[src/design/tls_sni_extractor_unit_macros.svh]
// Assertion macros used by the SNI extractor top level.
`ifndef TLS_SNI_EXTRACTOR_UNIT_MACROS_SVH
`define TLS_SNI_EXTRACTOR_UNIT_MACROS_SVH

// Same-cycle implication, sampled on clk, off while rst_n is low.
`define TSX_ASSERT_IMP(lbl, ante, cons, msg) \
  lbl: assert property (@(posedge clk) disable iff (!rst_n) (ante) |-> (cons)) else $error(msg);

// Next-cycle implication, sampled on clk, off while rst_n is low.
`define TSX_ASSERT_NXT(lbl, ante, cons, msg) \
  lbl: assert property (@(posedge clk) disable iff (!rst_n) (ante) |=> (cons)) else $error(msg);

`endif

[src/design/tlssni_pkg.sv]
// Types and constants of the TLS SNI extractor.
`default_nettype none
package tlssni_pkg;

  localparam int POSITION_BITS = 16;
  localparam int POS_W = POSITION_BITS + 1;
  // Wide enough for offset + 16-bit length + small constants.
  localparam int CALC_W = ((POSITION_BITS > 16) ? POSITION_BITS : 16) + 2;

  localparam logic [POS_W-1:0] POS_LIMIT = {1'b1, {POSITION_BITS{1'b0}}};

  localparam logic [7:0] REC_HANDSHAKE   = 8'h16;
  localparam logic [7:0] HS_CLIENT_HELLO = 8'h01;

  localparam logic [POS_W-1:0] OFF_REC_TYPE = POS_W'(0);
  localparam logic [POS_W-1:0] OFF_LEN_HI   = POS_W'(3);
  localparam logic [POS_W-1:0] OFF_LEN_LO   = POS_W'(4);
  localparam logic [POS_W-1:0] OFF_HS_TYPE  = POS_W'(5);
  localparam logic [POS_W-1:0] SID_OFFSET   = POS_W'(43);

  localparam logic [CALC_W-1:0] REC_HDR_LEN   = CALC_W'(5);
  localparam logic [CALC_W-1:0] SID_OFF_C     = CALC_W'(43);
  // Server name list length (2) and name type (1) sit before the name length.
  localparam logic [CALC_W-1:0] NAME_HDR_SKIP = CALC_W'(4);

  typedef enum logic [2:0] {
    ST_NAME   = 3'd0,
    ST_DONE   = 3'd1,
    ST_NOT_HS = 3'd2,
    ST_NOT_CH = 3'd3,
    ST_LENGTH = 3'd4,
    ST_NO_SNI = 3'd5
  } status_t;

  typedef enum logic [3:0] {
    PH_HEADER  = 4'd0,
    PH_CIPH_HI = 4'd1,
    PH_CIPH_LO = 4'd2,
    PH_COMP    = 4'd3,
    PH_EXTL_HI = 4'd4,
    PH_EXTL_LO = 4'd5,
    PH_ID_HI   = 4'd6,
    PH_ID_LO   = 4'd7,
    PH_ELEN_HI = 4'd8,
    PH_ELEN_LO = 4'd9,
    PH_NLEN_HI = 4'd10,
    PH_NLEN_LO = 4'd11,
    PH_NAME    = 4'd12
  } phase_t;

  typedef struct packed {
    logic [7:0] name_char;
    logic       char_valid;
    status_t    status;
    logic       run_end;
  } res_t;

endpackage
`default_nettype wire

[src/design/tlssni_parse_core.sv]
// Per-byte ClientHello parse state and its per-byte update.
`default_nettype none
module tlssni_parse_core
  import tlssni_pkg::*;
(
  input  logic       clk,
  input  logic       rst_n,
  input  logic       step,
  input  logic [7:0] byte_in,
  input  logic       last_in,
  output logic       res_hit,
  output res_t       res
);

  logic [POS_W-1:0]  pos_r, pos_nxt;
  phase_t            phase_r, phase_nxt;
  logic [CALC_W-1:0] lim_r, lim_nxt;
  logic [7:0]        acc_r, acc_nxt;
  logic [CALC_W-1:0] nfp_r, nfp_nxt;
  logic [CALC_W-1:0] ext_end_r, ext_end_nxt;
  logic [15:0]       ext_id_r, ext_id_nxt;
  logic [15:0]       name_rem_r, name_rem_nxt;
  logic              decided_r, decided_nxt;

  logic [CALC_W-1:0] pos_c, v_c, b_c, pos_v, pos_1b, pos_1v;
  logic [15:0]       v16, rem_dec;

  assign v16     = {acc_r, byte_in};
  assign pos_c   = CALC_W'(pos_r);
  assign v_c     = CALC_W'(v16);
  assign b_c     = CALC_W'(byte_in);
  assign pos_v   = pos_c + v_c;
  assign pos_1b  = pos_c + b_c + CALC_W'(1);
  assign pos_1v  = pos_v + CALC_W'(1);
  assign rem_dec = name_rem_r - 16'd1;

  always_comb begin
    pos_nxt      = pos_r;
    phase_nxt    = phase_r;
    lim_nxt      = lim_r;
    acc_nxt      = acc_r;
    nfp_nxt      = nfp_r;
    ext_end_nxt  = ext_end_r;
    ext_id_nxt   = ext_id_r;
    name_rem_nxt = name_rem_r;
    decided_nxt  = decided_r;
    res_hit        = 1'b0;
    res.name_char  = 8'd0;
    res.char_valid = 1'b0;
    res.status     = ST_NAME;
    res.run_end    = 1'b0;

    if (!decided_r) begin
      if (pos_r >= POS_LIMIT) begin
        res_hit = 1'b1; res.status = ST_LENGTH; res.run_end = 1'b1; decided_nxt = 1'b1;
      end else if (phase_r == PH_HEADER) begin
        if (pos_r == OFF_REC_TYPE && byte_in != REC_HANDSHAKE) begin
          res_hit = 1'b1; res.status = ST_NOT_HS; res.run_end = 1'b1; decided_nxt = 1'b1;
        end else if (pos_r == OFF_LEN_HI) begin
          acc_nxt = byte_in;
        end else if (pos_r == OFF_LEN_LO) begin
          lim_nxt = v_c + REC_HDR_LEN;
        end else if (pos_r == OFF_HS_TYPE && byte_in != HS_CLIENT_HELLO) begin
          res_hit = 1'b1; res.status = ST_NOT_CH; res.run_end = 1'b1; decided_nxt = 1'b1;
        end else if (pos_r == SID_OFFSET) begin
          if (b_c + SID_OFF_C + CALC_W'(2) > lim_r) begin
            res_hit = 1'b1; res.status = ST_LENGTH; res.run_end = 1'b1; decided_nxt = 1'b1;
          end else begin
            nfp_nxt   = SID_OFF_C + CALC_W'(1) + b_c;
            phase_nxt = PH_CIPH_HI;
          end
        end
      end else if (pos_c == nfp_r) begin
        nfp_nxt = pos_c + CALC_W'(1);
        unique case (phase_r)
          PH_CIPH_HI: begin acc_nxt = byte_in; phase_nxt = PH_CIPH_LO; end
          PH_EXTL_HI: begin acc_nxt = byte_in; phase_nxt = PH_EXTL_LO; end
          PH_ID_HI:   begin acc_nxt = byte_in; phase_nxt = PH_ID_LO;   end
          PH_ELEN_HI: begin acc_nxt = byte_in; phase_nxt = PH_ELEN_LO; end
          PH_NLEN_HI: begin acc_nxt = byte_in; phase_nxt = PH_NLEN_LO; end
          PH_CIPH_LO: begin
            if (pos_v > lim_r) begin
              res_hit = 1'b1; res.status = ST_LENGTH; res.run_end = 1'b1; decided_nxt = 1'b1;
            end else begin
              nfp_nxt   = pos_1v;
              phase_nxt = PH_COMP;
            end
          end
          PH_COMP: begin
            if (pos_1b > lim_r) begin
              res_hit = 1'b1; res.status = ST_LENGTH; res.run_end = 1'b1; decided_nxt = 1'b1;
            end else begin
              nfp_nxt   = pos_1b;
              phase_nxt = PH_EXTL_HI;
            end
          end
          PH_EXTL_LO: begin
            // Bound counts the two-byte length field itself.
            if (pos_v > lim_r + CALC_W'(1)) begin
              res_hit = 1'b1; res.status = ST_LENGTH; res.run_end = 1'b1; decided_nxt = 1'b1;
            end else begin
              ext_end_nxt = pos_1v;
              phase_nxt   = PH_ID_HI;
              if (v16 == 16'd0) begin
                res_hit = 1'b1; res.status = ST_NO_SNI; res.run_end = 1'b1; decided_nxt = 1'b1;
              end
            end
          end
          PH_ID_LO: begin
            ext_id_nxt = v16;
            phase_nxt  = PH_ELEN_HI;
          end
          PH_ELEN_LO: begin
            if (ext_id_r == 16'd0) begin
              nfp_nxt   = pos_c + NAME_HDR_SKIP;
              phase_nxt = PH_NLEN_HI;
            end else begin
              nfp_nxt   = pos_1v;
              phase_nxt = PH_ID_HI;
              if (pos_1v >= ext_end_r) begin
                res_hit = 1'b1; res.status = ST_NO_SNI; res.run_end = 1'b1; decided_nxt = 1'b1;
              end
            end
          end
          PH_NLEN_LO: begin
            name_rem_nxt = v16;
            if (v16 == 16'd0) begin
              res_hit = 1'b1; res.status = ST_DONE; res.run_end = 1'b1; decided_nxt = 1'b1;
            end else begin
              phase_nxt = PH_NAME;
            end
          end
          PH_NAME: begin
            name_rem_nxt   = rem_dec;
            res_hit        = 1'b1;
            res.name_char  = byte_in;
            res.char_valid = 1'b1;
            if (rem_dec == 16'd0) begin
              res.status = ST_DONE; res.run_end = 1'b1; decided_nxt = 1'b1;
            end
          end
          default: begin
            res_hit = 1'b1; res.status = ST_LENGTH; res.run_end = 1'b1; decided_nxt = 1'b1;
          end
        endcase
      end
    end

    if (last_in) begin
      // Undecided at packet end: replace any name byte with a length error.
      if (!decided_nxt) begin
        res_hit        = 1'b1;
        res.name_char  = 8'd0;
        res.char_valid = 1'b0;
        res.status     = ST_LENGTH;
        res.run_end    = 1'b1;
      end
      pos_nxt      = '0;
      phase_nxt    = PH_HEADER;
      lim_nxt      = '0;
      acc_nxt      = '0;
      nfp_nxt      = '0;
      ext_end_nxt  = '0;
      ext_id_nxt   = '0;
      name_rem_nxt = '0;
      decided_nxt  = 1'b0;
    end else if (pos_r < POS_LIMIT) begin
      pos_nxt = pos_r + POS_W'(1);
    end
  end

  always_ff @(posedge clk) begin
    if (!rst_n) begin
      pos_r      <= '0;
      phase_r    <= PH_HEADER;
      lim_r      <= '0;
      acc_r      <= '0;
      nfp_r      <= '0;
      ext_end_r  <= '0;
      ext_id_r   <= '0;
      name_rem_r <= '0;
      decided_r  <= 1'b0;
    end else if (step) begin
      pos_r      <= pos_nxt;
      phase_r    <= phase_nxt;
      lim_r      <= lim_nxt;
      acc_r      <= acc_nxt;
      nfp_r      <= nfp_nxt;
      ext_end_r  <= ext_end_nxt;
      ext_id_r   <= ext_id_nxt;
      name_rem_r <= name_rem_nxt;
      decided_r  <= decided_nxt;
    end
  end

endmodule
`default_nettype wire

[src/design/tls_sni_extractor_unit.sv]
// Top level of the TLS ClientHello server-name extractor.
//
// Usage:
//   The input channel carries one TCP payload byte per transaction, from
//   offset zero, with in_packet_end high on the packet's final byte. The
//   output channel carries host name bytes (status 0, last one status 1 with
//   run_end) or one status transaction per failed packet.
//   A transaction is taken on a rising edge with valid high and stall low.
//
// Throughput and order:
//   One byte per clock while no result waits on out_stall. An accepted byte
//   is held in the input register and parsed from there; its result then
//   loads the output register, which drives out_valid.
//   The parse update (a counter compare and an add on the bound) sets the cycle.
//
// Stall and reset:
//   While out_stall holds a result, the input register keeps its byte only
//   if that byte produces a result of its own; bytes that produce nothing
//   keep flowing. rst_n (synchronous, active low) empties both registers and
//   returns the parser to the record header phase at offset zero.
`default_nettype none
`include "tls_sni_extractor_unit_macros.svh"
module tls_sni_extractor_unit
  import tlssni_pkg::*;
(
  input  logic       clk,
  input  logic       rst_n,
  input  logic       in_valid,
  output logic       in_stall,
  input  logic [7:0] in_payload_byte,
  input  logic       in_packet_end,
  output logic       out_valid,
  input  logic       out_stall,
  output logic [7:0] out_name_char,
  output logic       out_char_valid,
  output logic [2:0] out_status,
  output logic       out_run_end
);

  // Input register.
  logic       s1_valid_r, s1_valid_nxt;
  logic [7:0] s1_byte_r;
  logic       s1_end_r;

  // Output register.
  logic       out_valid_r, out_valid_nxt;
  res_t       out_res_r;

  logic       res_hit;
  res_t       res;
  logic       out_free, s1_adv, in_take;

  // Parse update for the byte held in the input register.
  tlssni_parse_core u_core (
    .clk     (clk),
    .rst_n   (rst_n),
    .step    (s1_adv),
    .byte_in (s1_byte_r),
    .last_in (s1_end_r),
    .res_hit (res_hit),
    .res     (res)
  );

  // Advance the held byte unless its result has nowhere to go.
  assign out_free = !out_valid_r || !out_stall;
  assign s1_adv   = s1_valid_r && (!res_hit || out_free);
  assign in_stall = s1_valid_r && !s1_adv;
  assign in_take  = in_valid && !in_stall;

  always_comb begin
    s1_valid_nxt = s1_valid_r;
    if (in_take) begin
      s1_valid_nxt = 1'b1;
    end else if (s1_adv) begin
      s1_valid_nxt = 1'b0;
    end
  end

  always_comb begin
    out_valid_nxt = out_valid_r;
    if (s1_adv && res_hit) begin
      out_valid_nxt = 1'b1;
    end else if (out_valid_r && !out_stall) begin
      out_valid_nxt = 1'b0;
    end
  end

  always_ff @(posedge clk) begin
    if (!rst_n) begin
      s1_valid_r  <= 1'b0;
      out_valid_r <= 1'b0;
    end else begin
      s1_valid_r  <= s1_valid_nxt;
      out_valid_r <= out_valid_nxt;
    end
  end

  // Payload registers: load on transfer, hold otherwise.
  always_ff @(posedge clk) begin
    if (in_take) begin
      s1_byte_r <= in_payload_byte;
      s1_end_r  <= in_packet_end;
    end
    if (s1_adv && res_hit) begin
      out_res_r <= res;
    end
  end

  assign out_valid      = out_valid_r;
  assign out_name_char  = out_res_r.name_char;
  assign out_char_valid = out_res_r.char_valid;
  assign out_status     = out_res_r.status;
  assign out_run_end    = out_res_r.run_end;

  `TSX_ASSERT_IMP(a_stall_needs_item, in_stall, s1_valid_r, "input stalled with empty stage")
  `TSX_ASSERT_IMP(a_mid_name_byte, out_valid && !out_run_end,
                  out_char_valid && out_status == ST_NAME, "non-final result is not a name byte")
  `TSX_ASSERT_IMP(a_status_is_final, out_valid && !out_char_valid,
                  out_run_end && out_status != ST_NAME, "status result not final")
  `TSX_ASSERT_NXT(a_stage_drains, s1_valid_r && !in_stall && !in_valid, !s1_valid_r,
                  "input stage did not drain")

endmodule
`default_nettype wire
[config.mk]
export PLATFORM = sky130hd
export DESIGN_NAME = tls_sni_extractor_unit
export DESIGN_NICKNAME = d
export VERILOG_FILES = /design/src/design/tlssni_pkg.sv /design/src/design/tlssni_parse_core.sv /design/src/design/tls_sni_extractor_unit.sv
export VERILOG_INCLUDE_DIRS = /design/src /design/src/design
export SDC_FILE = /design/constraint.sdc
export NUM_CORES = 1
export LEC_CHECK = 0
export ABC_AREA = 1
export BUFFER_PORTS_ARGS = -buffer_cell sky130_fd_sc_hd__buf_2
export CORE_ASPECT_RATIO = 1.1
export CORE_MARGIN = 4
export CORE_UTILIZATION = 37
export CTS_CLUSTER_SIZE = 14
export DETAILED_ROUTE_END_ITERATION = 10
export PLACE_DENSITY = 0.51
export SLEW_MARGIN = 10
export SYNTH_ARGS = -nofsm -noshare
export SYNTH_HDL_FRONTEND = slang
export SYNTH_SLANG_ARGS = --single-unit
[constraint.sdc]
create_clock -name clk -period 7.05 [get_ports clk]
set_input_delay 0.705 -clock clk [delete_from_list [all_inputs] [get_ports clk]]
set_output_delay 0.705 -clock clk [all_outputs]
set_load 0.02 [all_outputs]
Word level (Yosys, flattened, before mapping) --
Index checks and enable logic that the tools add are counted. W data, S select, Z words.
Storage, ports and cells: register bits 140, bits in latches 0, bits in writable memories 0, memory bits (read-only) 0, output and inout bits 15, word-level logic and storage cells 236, memories 0
Operators by class: add/subtract/negate cells 13, $mul 0, divide/modulo/power cells 0, order comparisons 7, equal/unequal tests 36, shift-type cells 0, muxes and demuxes 122, bitwise operators 0, reductions and logical operators 41
Operators with widths (number):
- $mux W18 | 28
- $mux W16 | 11
- $mux W4 | 30
- $gt A18 B18 Y1 | 4
- $mux W8 | 8
- $add A18 B1 Y18 const B | 3
- $pmux W18 S3 | 1
- $mux W13 | 4
- $logic_not A16 Y1 | 3
- $pmux W4 S11 | 1
- $eq A17 B3 Y1 const B | 2
- $mux W17 | 2
- $pmux W16 S2 | 1
- $mux W1 | 28
- $pmux W4 S7 | 1
- $mux W9 | 3
- $ne A3 B3 Y1 const B | 7
- $reduce_and A7 Y1 | 3
- $eq A4 B4 Y1 const B | 5
- $add A17 B1 Y18 const B | 1
- $add A17 B16 Y18 | 1
- $add A17 B3 Y18 const B | 1
- $add A17 B8 Y18 | 1
- $add A18 B2 Y18 const B | 1
- 35 further kinds | 69

Longest topological paths before layout --
depth in word-level cells 22, mapped depth 38

Modules after synthesis --
Synthesis repeated with hierarchy kept, for this count alone.
Unflattened totals: cells, all modules 1936, area total of the unflattened synthesis 12477.0 um^2
Modules (own cells, without submodules):
- tlssni_parse_core | instances 1, cells each 1895, area each 11706.2 um^2, seq. area each 2302.2 um^2
- tls_sni_extractor_unit | instances 1, cells each 41, area each 770.7 um^2, seq. area each 700.7 um^2

Worst setup path after synthesis --
No wires, ideal clock.
path type register to register, start reg s1_byte_r[0], end reg out_res_r (netlist bit out_char_valid), enable pin, arrival time 4.664 ns, required time 6.701 ns, path slack 2.037 ns, cell stages (with the launch flop) 31, path buffers 2, clock period less this slack 5.013 ns, cell sequence edfxtp_1 ha_1 fa_1 inv_1 o21ai_2 a21oi_1 o21ai_0 or2_2 nand2_1 inv_1 nor3_1 nand4_1 nand2_1 inv_1 ha_1 nand2_1 nor4_1 nand3_1 nand4_1 nand2_1 nand3_1 nor2_1 nand3_2 nand2_2 nand4_4 nand2_4 a21boi_4 buf_8 buf_8 nand2_1 inv_1
On the way: longest elaborated chain between the ends 18
RTL lines:
- start, declared | line tls_sni_extractor_unit.sv:42 | logic [7:0] s1_byte_r;
- start signal, assigned | line tls_sni_extractor_unit.sv:101 | s1_byte_r <= in_payload_byte;
- parallel branches: the longest is 13 deep, another holds $add A17 B16 Y18
- $mux W1 * | line tlssni_parse_core.sv:149 | if (last_in) begin
- $logic_not A1 Y1 | line tls_sni_extractor_unit.sv:66 | assign s1_adv = s1_valid_r && (!res_hit || out_free);
- $logic_or A1 B1 Y1 | line tls_sni_extractor_unit.sv:66
- $logic_and A1 B1 Y1 | line tls_sni_extractor_unit.sv:66
- $logic_and A1 B1 Y1 * | line tls_sni_extractor_unit.sv:104 | if (s1_adv && res_hit) begin
- end signal, assigned | line tls_sni_extractor_unit.sv:105 | out_res_r <= res;
- end, declared | line tls_sni_extractor_unit.sv:47 | res_t out_res_r;
Every way passes the cells marked *. A chain may end at the register's enable or synchronous reset.

Final worst setup path --
start reg u_core.pos_r[2], end out in_stall
On the way: longest elaborated chain between the ends 17
RTL lines:
- start, declared | line tlssni_parse_core.sv:15 | logic [POS_W-1:0] pos_r, pos_nxt;
- start signal, assigned | line tlssni_parse_core.sv:184 | pos_r <= pos_nxt;
- $add A17 B16 Y18 | line tlssni_parse_core.sv:32 | assign pos_v = pos_c + v_c;
- $add A18 B1 Y18 | line tlssni_parse_core.sv:34 | assign pos_1v = pos_v + CALC_W'(1);
- $ge A18 B18 Y1 | line tlssni_parse_core.sv:120 | if (pos_1v >= ext_end_r) begin
- $mux W1 | line tlssni_parse_core.sv:120
- $mux W1 | line tlssni_parse_core.sv:114 | if (ext_id_r == 16'd0) begin
- $pmux W1 S7 or $pmux W1 S6 (tied branches) | line tlssni_parse_core.sv:75 | unique case (phase_r)
- $mux W1 | line tlssni_parse_core.sv:73 | end else if (pos_c == nfp_r) begin
- $mux W1 | line tlssni_parse_core.sv:56 | end else if (phase_r == PH_HEADER) begin
- $mux W1 | line tlssni_parse_core.sv:54 | if (pos_r >= POS_LIMIT) begin
- $mux W1 | line tlssni_parse_core.sv:53 | if (!decided_r) begin
- $mux W1 | line tlssni_parse_core.sv:151 | if (!decided_nxt) begin
- $mux W1 * | line tlssni_parse_core.sv:149
- $logic_not A1 Y1 * | line tls_sni_extractor_unit.sv:66
- $logic_or A1 B1 Y1 * | line tls_sni_extractor_unit.sv:66
- $logic_and A1 B1 Y1 * | line tls_sni_extractor_unit.sv:66
- $logic_not A1 Y1 * | line tls_sni_extractor_unit.sv:67 | assign in_stall = s1_valid_r && !s1_adv;
- $logic_and A1 B1 Y1 * | line tls_sni_extractor_unit.sv:67
- end, declared | line tls_sni_extractor_unit.sv:29 | output logic in_stall,
Every way passes the cells marked *; elsewhere a longest branch is shown, timed or not.

==> insert_results.sql <==
INSERT INTO impl_metrics (metric_group, metric, value, unit) VALUES
('die', 'chipWidth', '185.6', 'um'),
('worst_hold_path', 'timing.hold.worst.class', 'primary input to flip-flop', ''),
('sta', 'worst_hold_slack', '0.4262', 'ns'),
('power', 'static-leakage-power', '0.006826', 'uW'),
('synth', 'synth_sequential_area_ratio', '0.2340', ''),
('synth', 'synth.mux.area_fraction', '0', ''),
('die', 'core_area', '0.03420', 'mm^2'),
('cells_and_area', 'finalNetCount', '2155', ''),
('routing', 'drt-wirelength-per-cell', '19.33', 'um'),
('critical_path', 'start_kind', 'flip-flop', ''),
('grt', 'global_route.usage.total', '0.2516', ''),
('die', 'io_pins', '28', ''),
('synth', 'synth.most_common_cell', 'sky130_fd_sc_hd__nand2_1', ''),
('sta', 'worst_case_clock_skew', '0.02334', 'ns'),
('routing', 'drt-pass1-iter-count', '5', ''),
('critical_path', 'worst-endpoint-required', '6.34', 'ns'),
('power', 'max-vdd-ir-drop', '0.0001640', 'V'),
('cts', 'tritoncts_sink_count', '139', ''),
('sta', 'finalHoldViolCount', '0', ''),
('critical_path', 'worstSetupPathDepth', '30', ''),
('routing', 'drtIter0Drc', '851', ''),
('cells_and_area', 'post_route_cells_drive_above_1_share', '0.07912', ''),
('cells_and_area', 'antenna_cells_inserted', '0', ''),
('grt', 'grt_overflow_total', '0', ''),
('synth', 'yosysTopAreaCellShare', '0.1825', ''),
('sta', 'setup_slack', '0.5053', 'ns'),
('worst_hold_path', 'timing.hold.worst_path_depth', '1', ''),
('grt', 'grt_max_degree', '45', ''),
('run_status', 'result_of_the_run', 'complete, no violations', ''),
('place', 'hpwl', '36.25', 'mm'),
('critical_path', 'timing.critical_path.fanout_max', '8', ''),
('synth', 'netlist_top_cells_count', 'sky130_fd_sc_hd__nand2_1, sky130_fd_sc_hd__nor2_1, sky130_fd_sc_hd__inv_1', ''),
('sta', 'slew_viol_final', '0', ''),
('synth', 'async_flop_share', '0', ''),
('cts', 'insertion_delay', '0.46', 'ns'),
('synth', 'ys_seq_elements', '139', ''),
('routing', 'via_count_normalized_by_instance_count', '5.238', ''),
('sta', 'setup_tns', '0', 'ns'),
('routing', 'via_count', '12953', ''),
('routing', 'wl', '47.80', 'mm'),
('synth', 'syn_inst', '2017', ''),
('synth', 'synth_area_leaders', 'sky130_fd_sc_hd__dfxtp_1, sky130_fd_sc_hd__nand2_1, sky130_fd_sc_hd__ha_1', ''),
('cts', 'cts.hold.buffers_added', '0', ''),
('synth', 'synth_compound_gate_area_share', '0.1427', ''),
('critical_path', 'crit_path_top_delay_cell', 'sky130_fd_sc_hd__dfxtp_1', ''),
('power', 'pnr_total_power', '2927', 'uW'),
('critical_path', 'reg2reg_depth', '31', ''),
('cts', 'cts_buffer_depth', '2', ''),
('critical_path', 'timing.critical_path.arrival', '5.84', 'ns'),
('synth', 'synth_top_family_by_area', 'simple AND/OR/NAND/NOR gates', ''),
('grt', 'first_pass_grt_wire_length', '72.88', 'mm'),
('synth', 'synthSimpleGateAreaFrac', '0.3343', ''),
('cts', 'tritoncts', 'yes', ''),
('place', 'post_placement_worst_setup_slack', '0.7397', 'ns'),
('sta', 'setup_viol', '0', ''),
('die', 'die_area', '0.03773', 'mm^2'),
('routing', 'remaining_drc_errors', '0', ''),
('place', 'gpl.final_weighted_congestion', '0.9671', ''),
('synth', 'syn_nets', '2150', ''),
('die', 'starting_utilization_of_the_core_area', '0.3752', ''),
('synth', 'synth_top_cell_by_area', 'sky130_fd_sc_hd__dfxtp_1', ''),
('synth', 'ys.flop_type', 'sky130_fd_sc_hd__dfxtp_1', ''),
('critical_path', 'critPathMostFrequentCell', 'sky130_fd_sc_hd__nand2_1', ''),
('power', 'pwr_cell_area', '208.4', 'mW/mm^2'),
('sta', 'max_freq', '152.8', 'MHz'),
('job', 'max_capacitance_violation_total', '0', ''),
('cts', 'clk_pin_slew', '0.07', 'ns'),
('synth', 'syn-mean-instance-area', '6.363', 'um^2'),
('cells_and_area', 'area_growth_syn_to_layout', '9.437', '%'),
('die', 'die-height', '203.3', 'um'),
('sta', 'post-route-period-util', '0.9283', '');
-- metal layers --
metal  routed length (um)  GRT usage
met1                21570     0.3313
met2                22190     0.4140
met3                 2135    0.03675
met4                 1909     0.1005
met5                    0          0
-- worst reg2reg max path, delay by kind of cell, from the launching register on --
family	cells	cell delay (ns)
AND/OR/NAND/NOR	24	3.44
AO/OA/AOI/OAI	2	0.73
flip-flops	1	0.59
adder cells (fa/ha/maj)	2	0.71
buffers and inverters	2	0.23
XOR/XNOR	1	0.49
-- worst paths after layout --
check	from	end	slack, ns
worst min register to register	u_core.ext_id_r[4]	u_core.ext_id_r[4]	0.47
worst max-delay path	u_core.pos_r[2]	in_stall	0.51
worst max register to register	u_core.pos_r[2]	u_core.ext_end_r[1]	0.73
worst min-delay path	in_payload_byte[4]	s1_byte_r[4]	0.43
-- layout by cell type, fill, tap and decap left out, drive strengths merged, types with 22 or more instances in the layout --
cell      n
buf      53
xor2     81
nand4    33
inv     268
edfxtp   22
nor3     38
dfxtp   117
nand3    86
nand2   509
o21ai    75
ha      118
a21oi   185
nor2    307
-- what timing repair did --
action                                  in CTS  in global routing
buffers inserted                             0                  3
resized for setup                            0                 10
endpoints found under the setup margin       0                  1
endpoints found under the hold margin        0                  0
-- layout make-up --
| cell class | instances | area, um^2 |
|---|---|---|
| Fill cell | 3699 | 20160 |
| Multi-Input combinational cell | 1541 | 8537 |
| Sequential cell | 139 | 3003 |
| Inverter | 270 | 1013 |
| Tap cell | 438 | 548.0 |
| Clock buffer | 20 | 478.0 |
| Timing Repair Buffer | 53 | 330.3 |
| Clock inverter | 12 | 135.1 |
-- report_power, final --
group / internal [uW] / total [uW] / leakage [uW] / switching (uW)
Clock: 564 / 974 / 0.000298 / 410
Combinational: 327 / 1040 / 0.00537 / 709
Sequential: 861 / 917 / 0.00116 / 55.9
-- per-stage QoR --
stage          instance area [um^2]  utilization
3_3_place_gp                  13340       0.3900
4_1_cts                       13950       0.4079
2_1_floorplan                 12830            -
3_5_place_dp                  13340       0.3900
5_1_grt                       14040       0.4106
6_report                      14040       0.4106
-- cells by family after synthesis --
| kind of cell | Yosys count |
|---|---|
| buffers and inverters | 337 |
| AND/OR/NAND/NOR | 1004 |
| flip-flops | 139 |
| other | 1 |
| adder cells (fa/ha/maj) | 120 |
| XOR/XNOR | 94 |
| AO/OA/AOI/OAI | 322 |
-- sequential cells by signal (all words and copies together) (netlist names) --
| register | flops |
|---|---|
| out_status | 3 |
| u_core.lim_r | 17 |
| out_char_valid | 1 |
| s1_valid_r | 1 |
| out_valid | 1 |
| u_core.phase_r | 4 |
| u_core.acc_r | 8 |
| u_core.name_rem_r | 16 |
| u_core.ext_end_r | 18 |
| u_core.pos_r | 17 |
| s1_end_r | 1 |
| out_name_char | 8 |
| u_core.nfp_r | 18 |
| out_run_end | 1 |
| u_core.ext_id_r | 16 |
| u_core.decided_r | 1 |
| s1_byte_r | 8 |
Power figures use the tool's default switching activity.
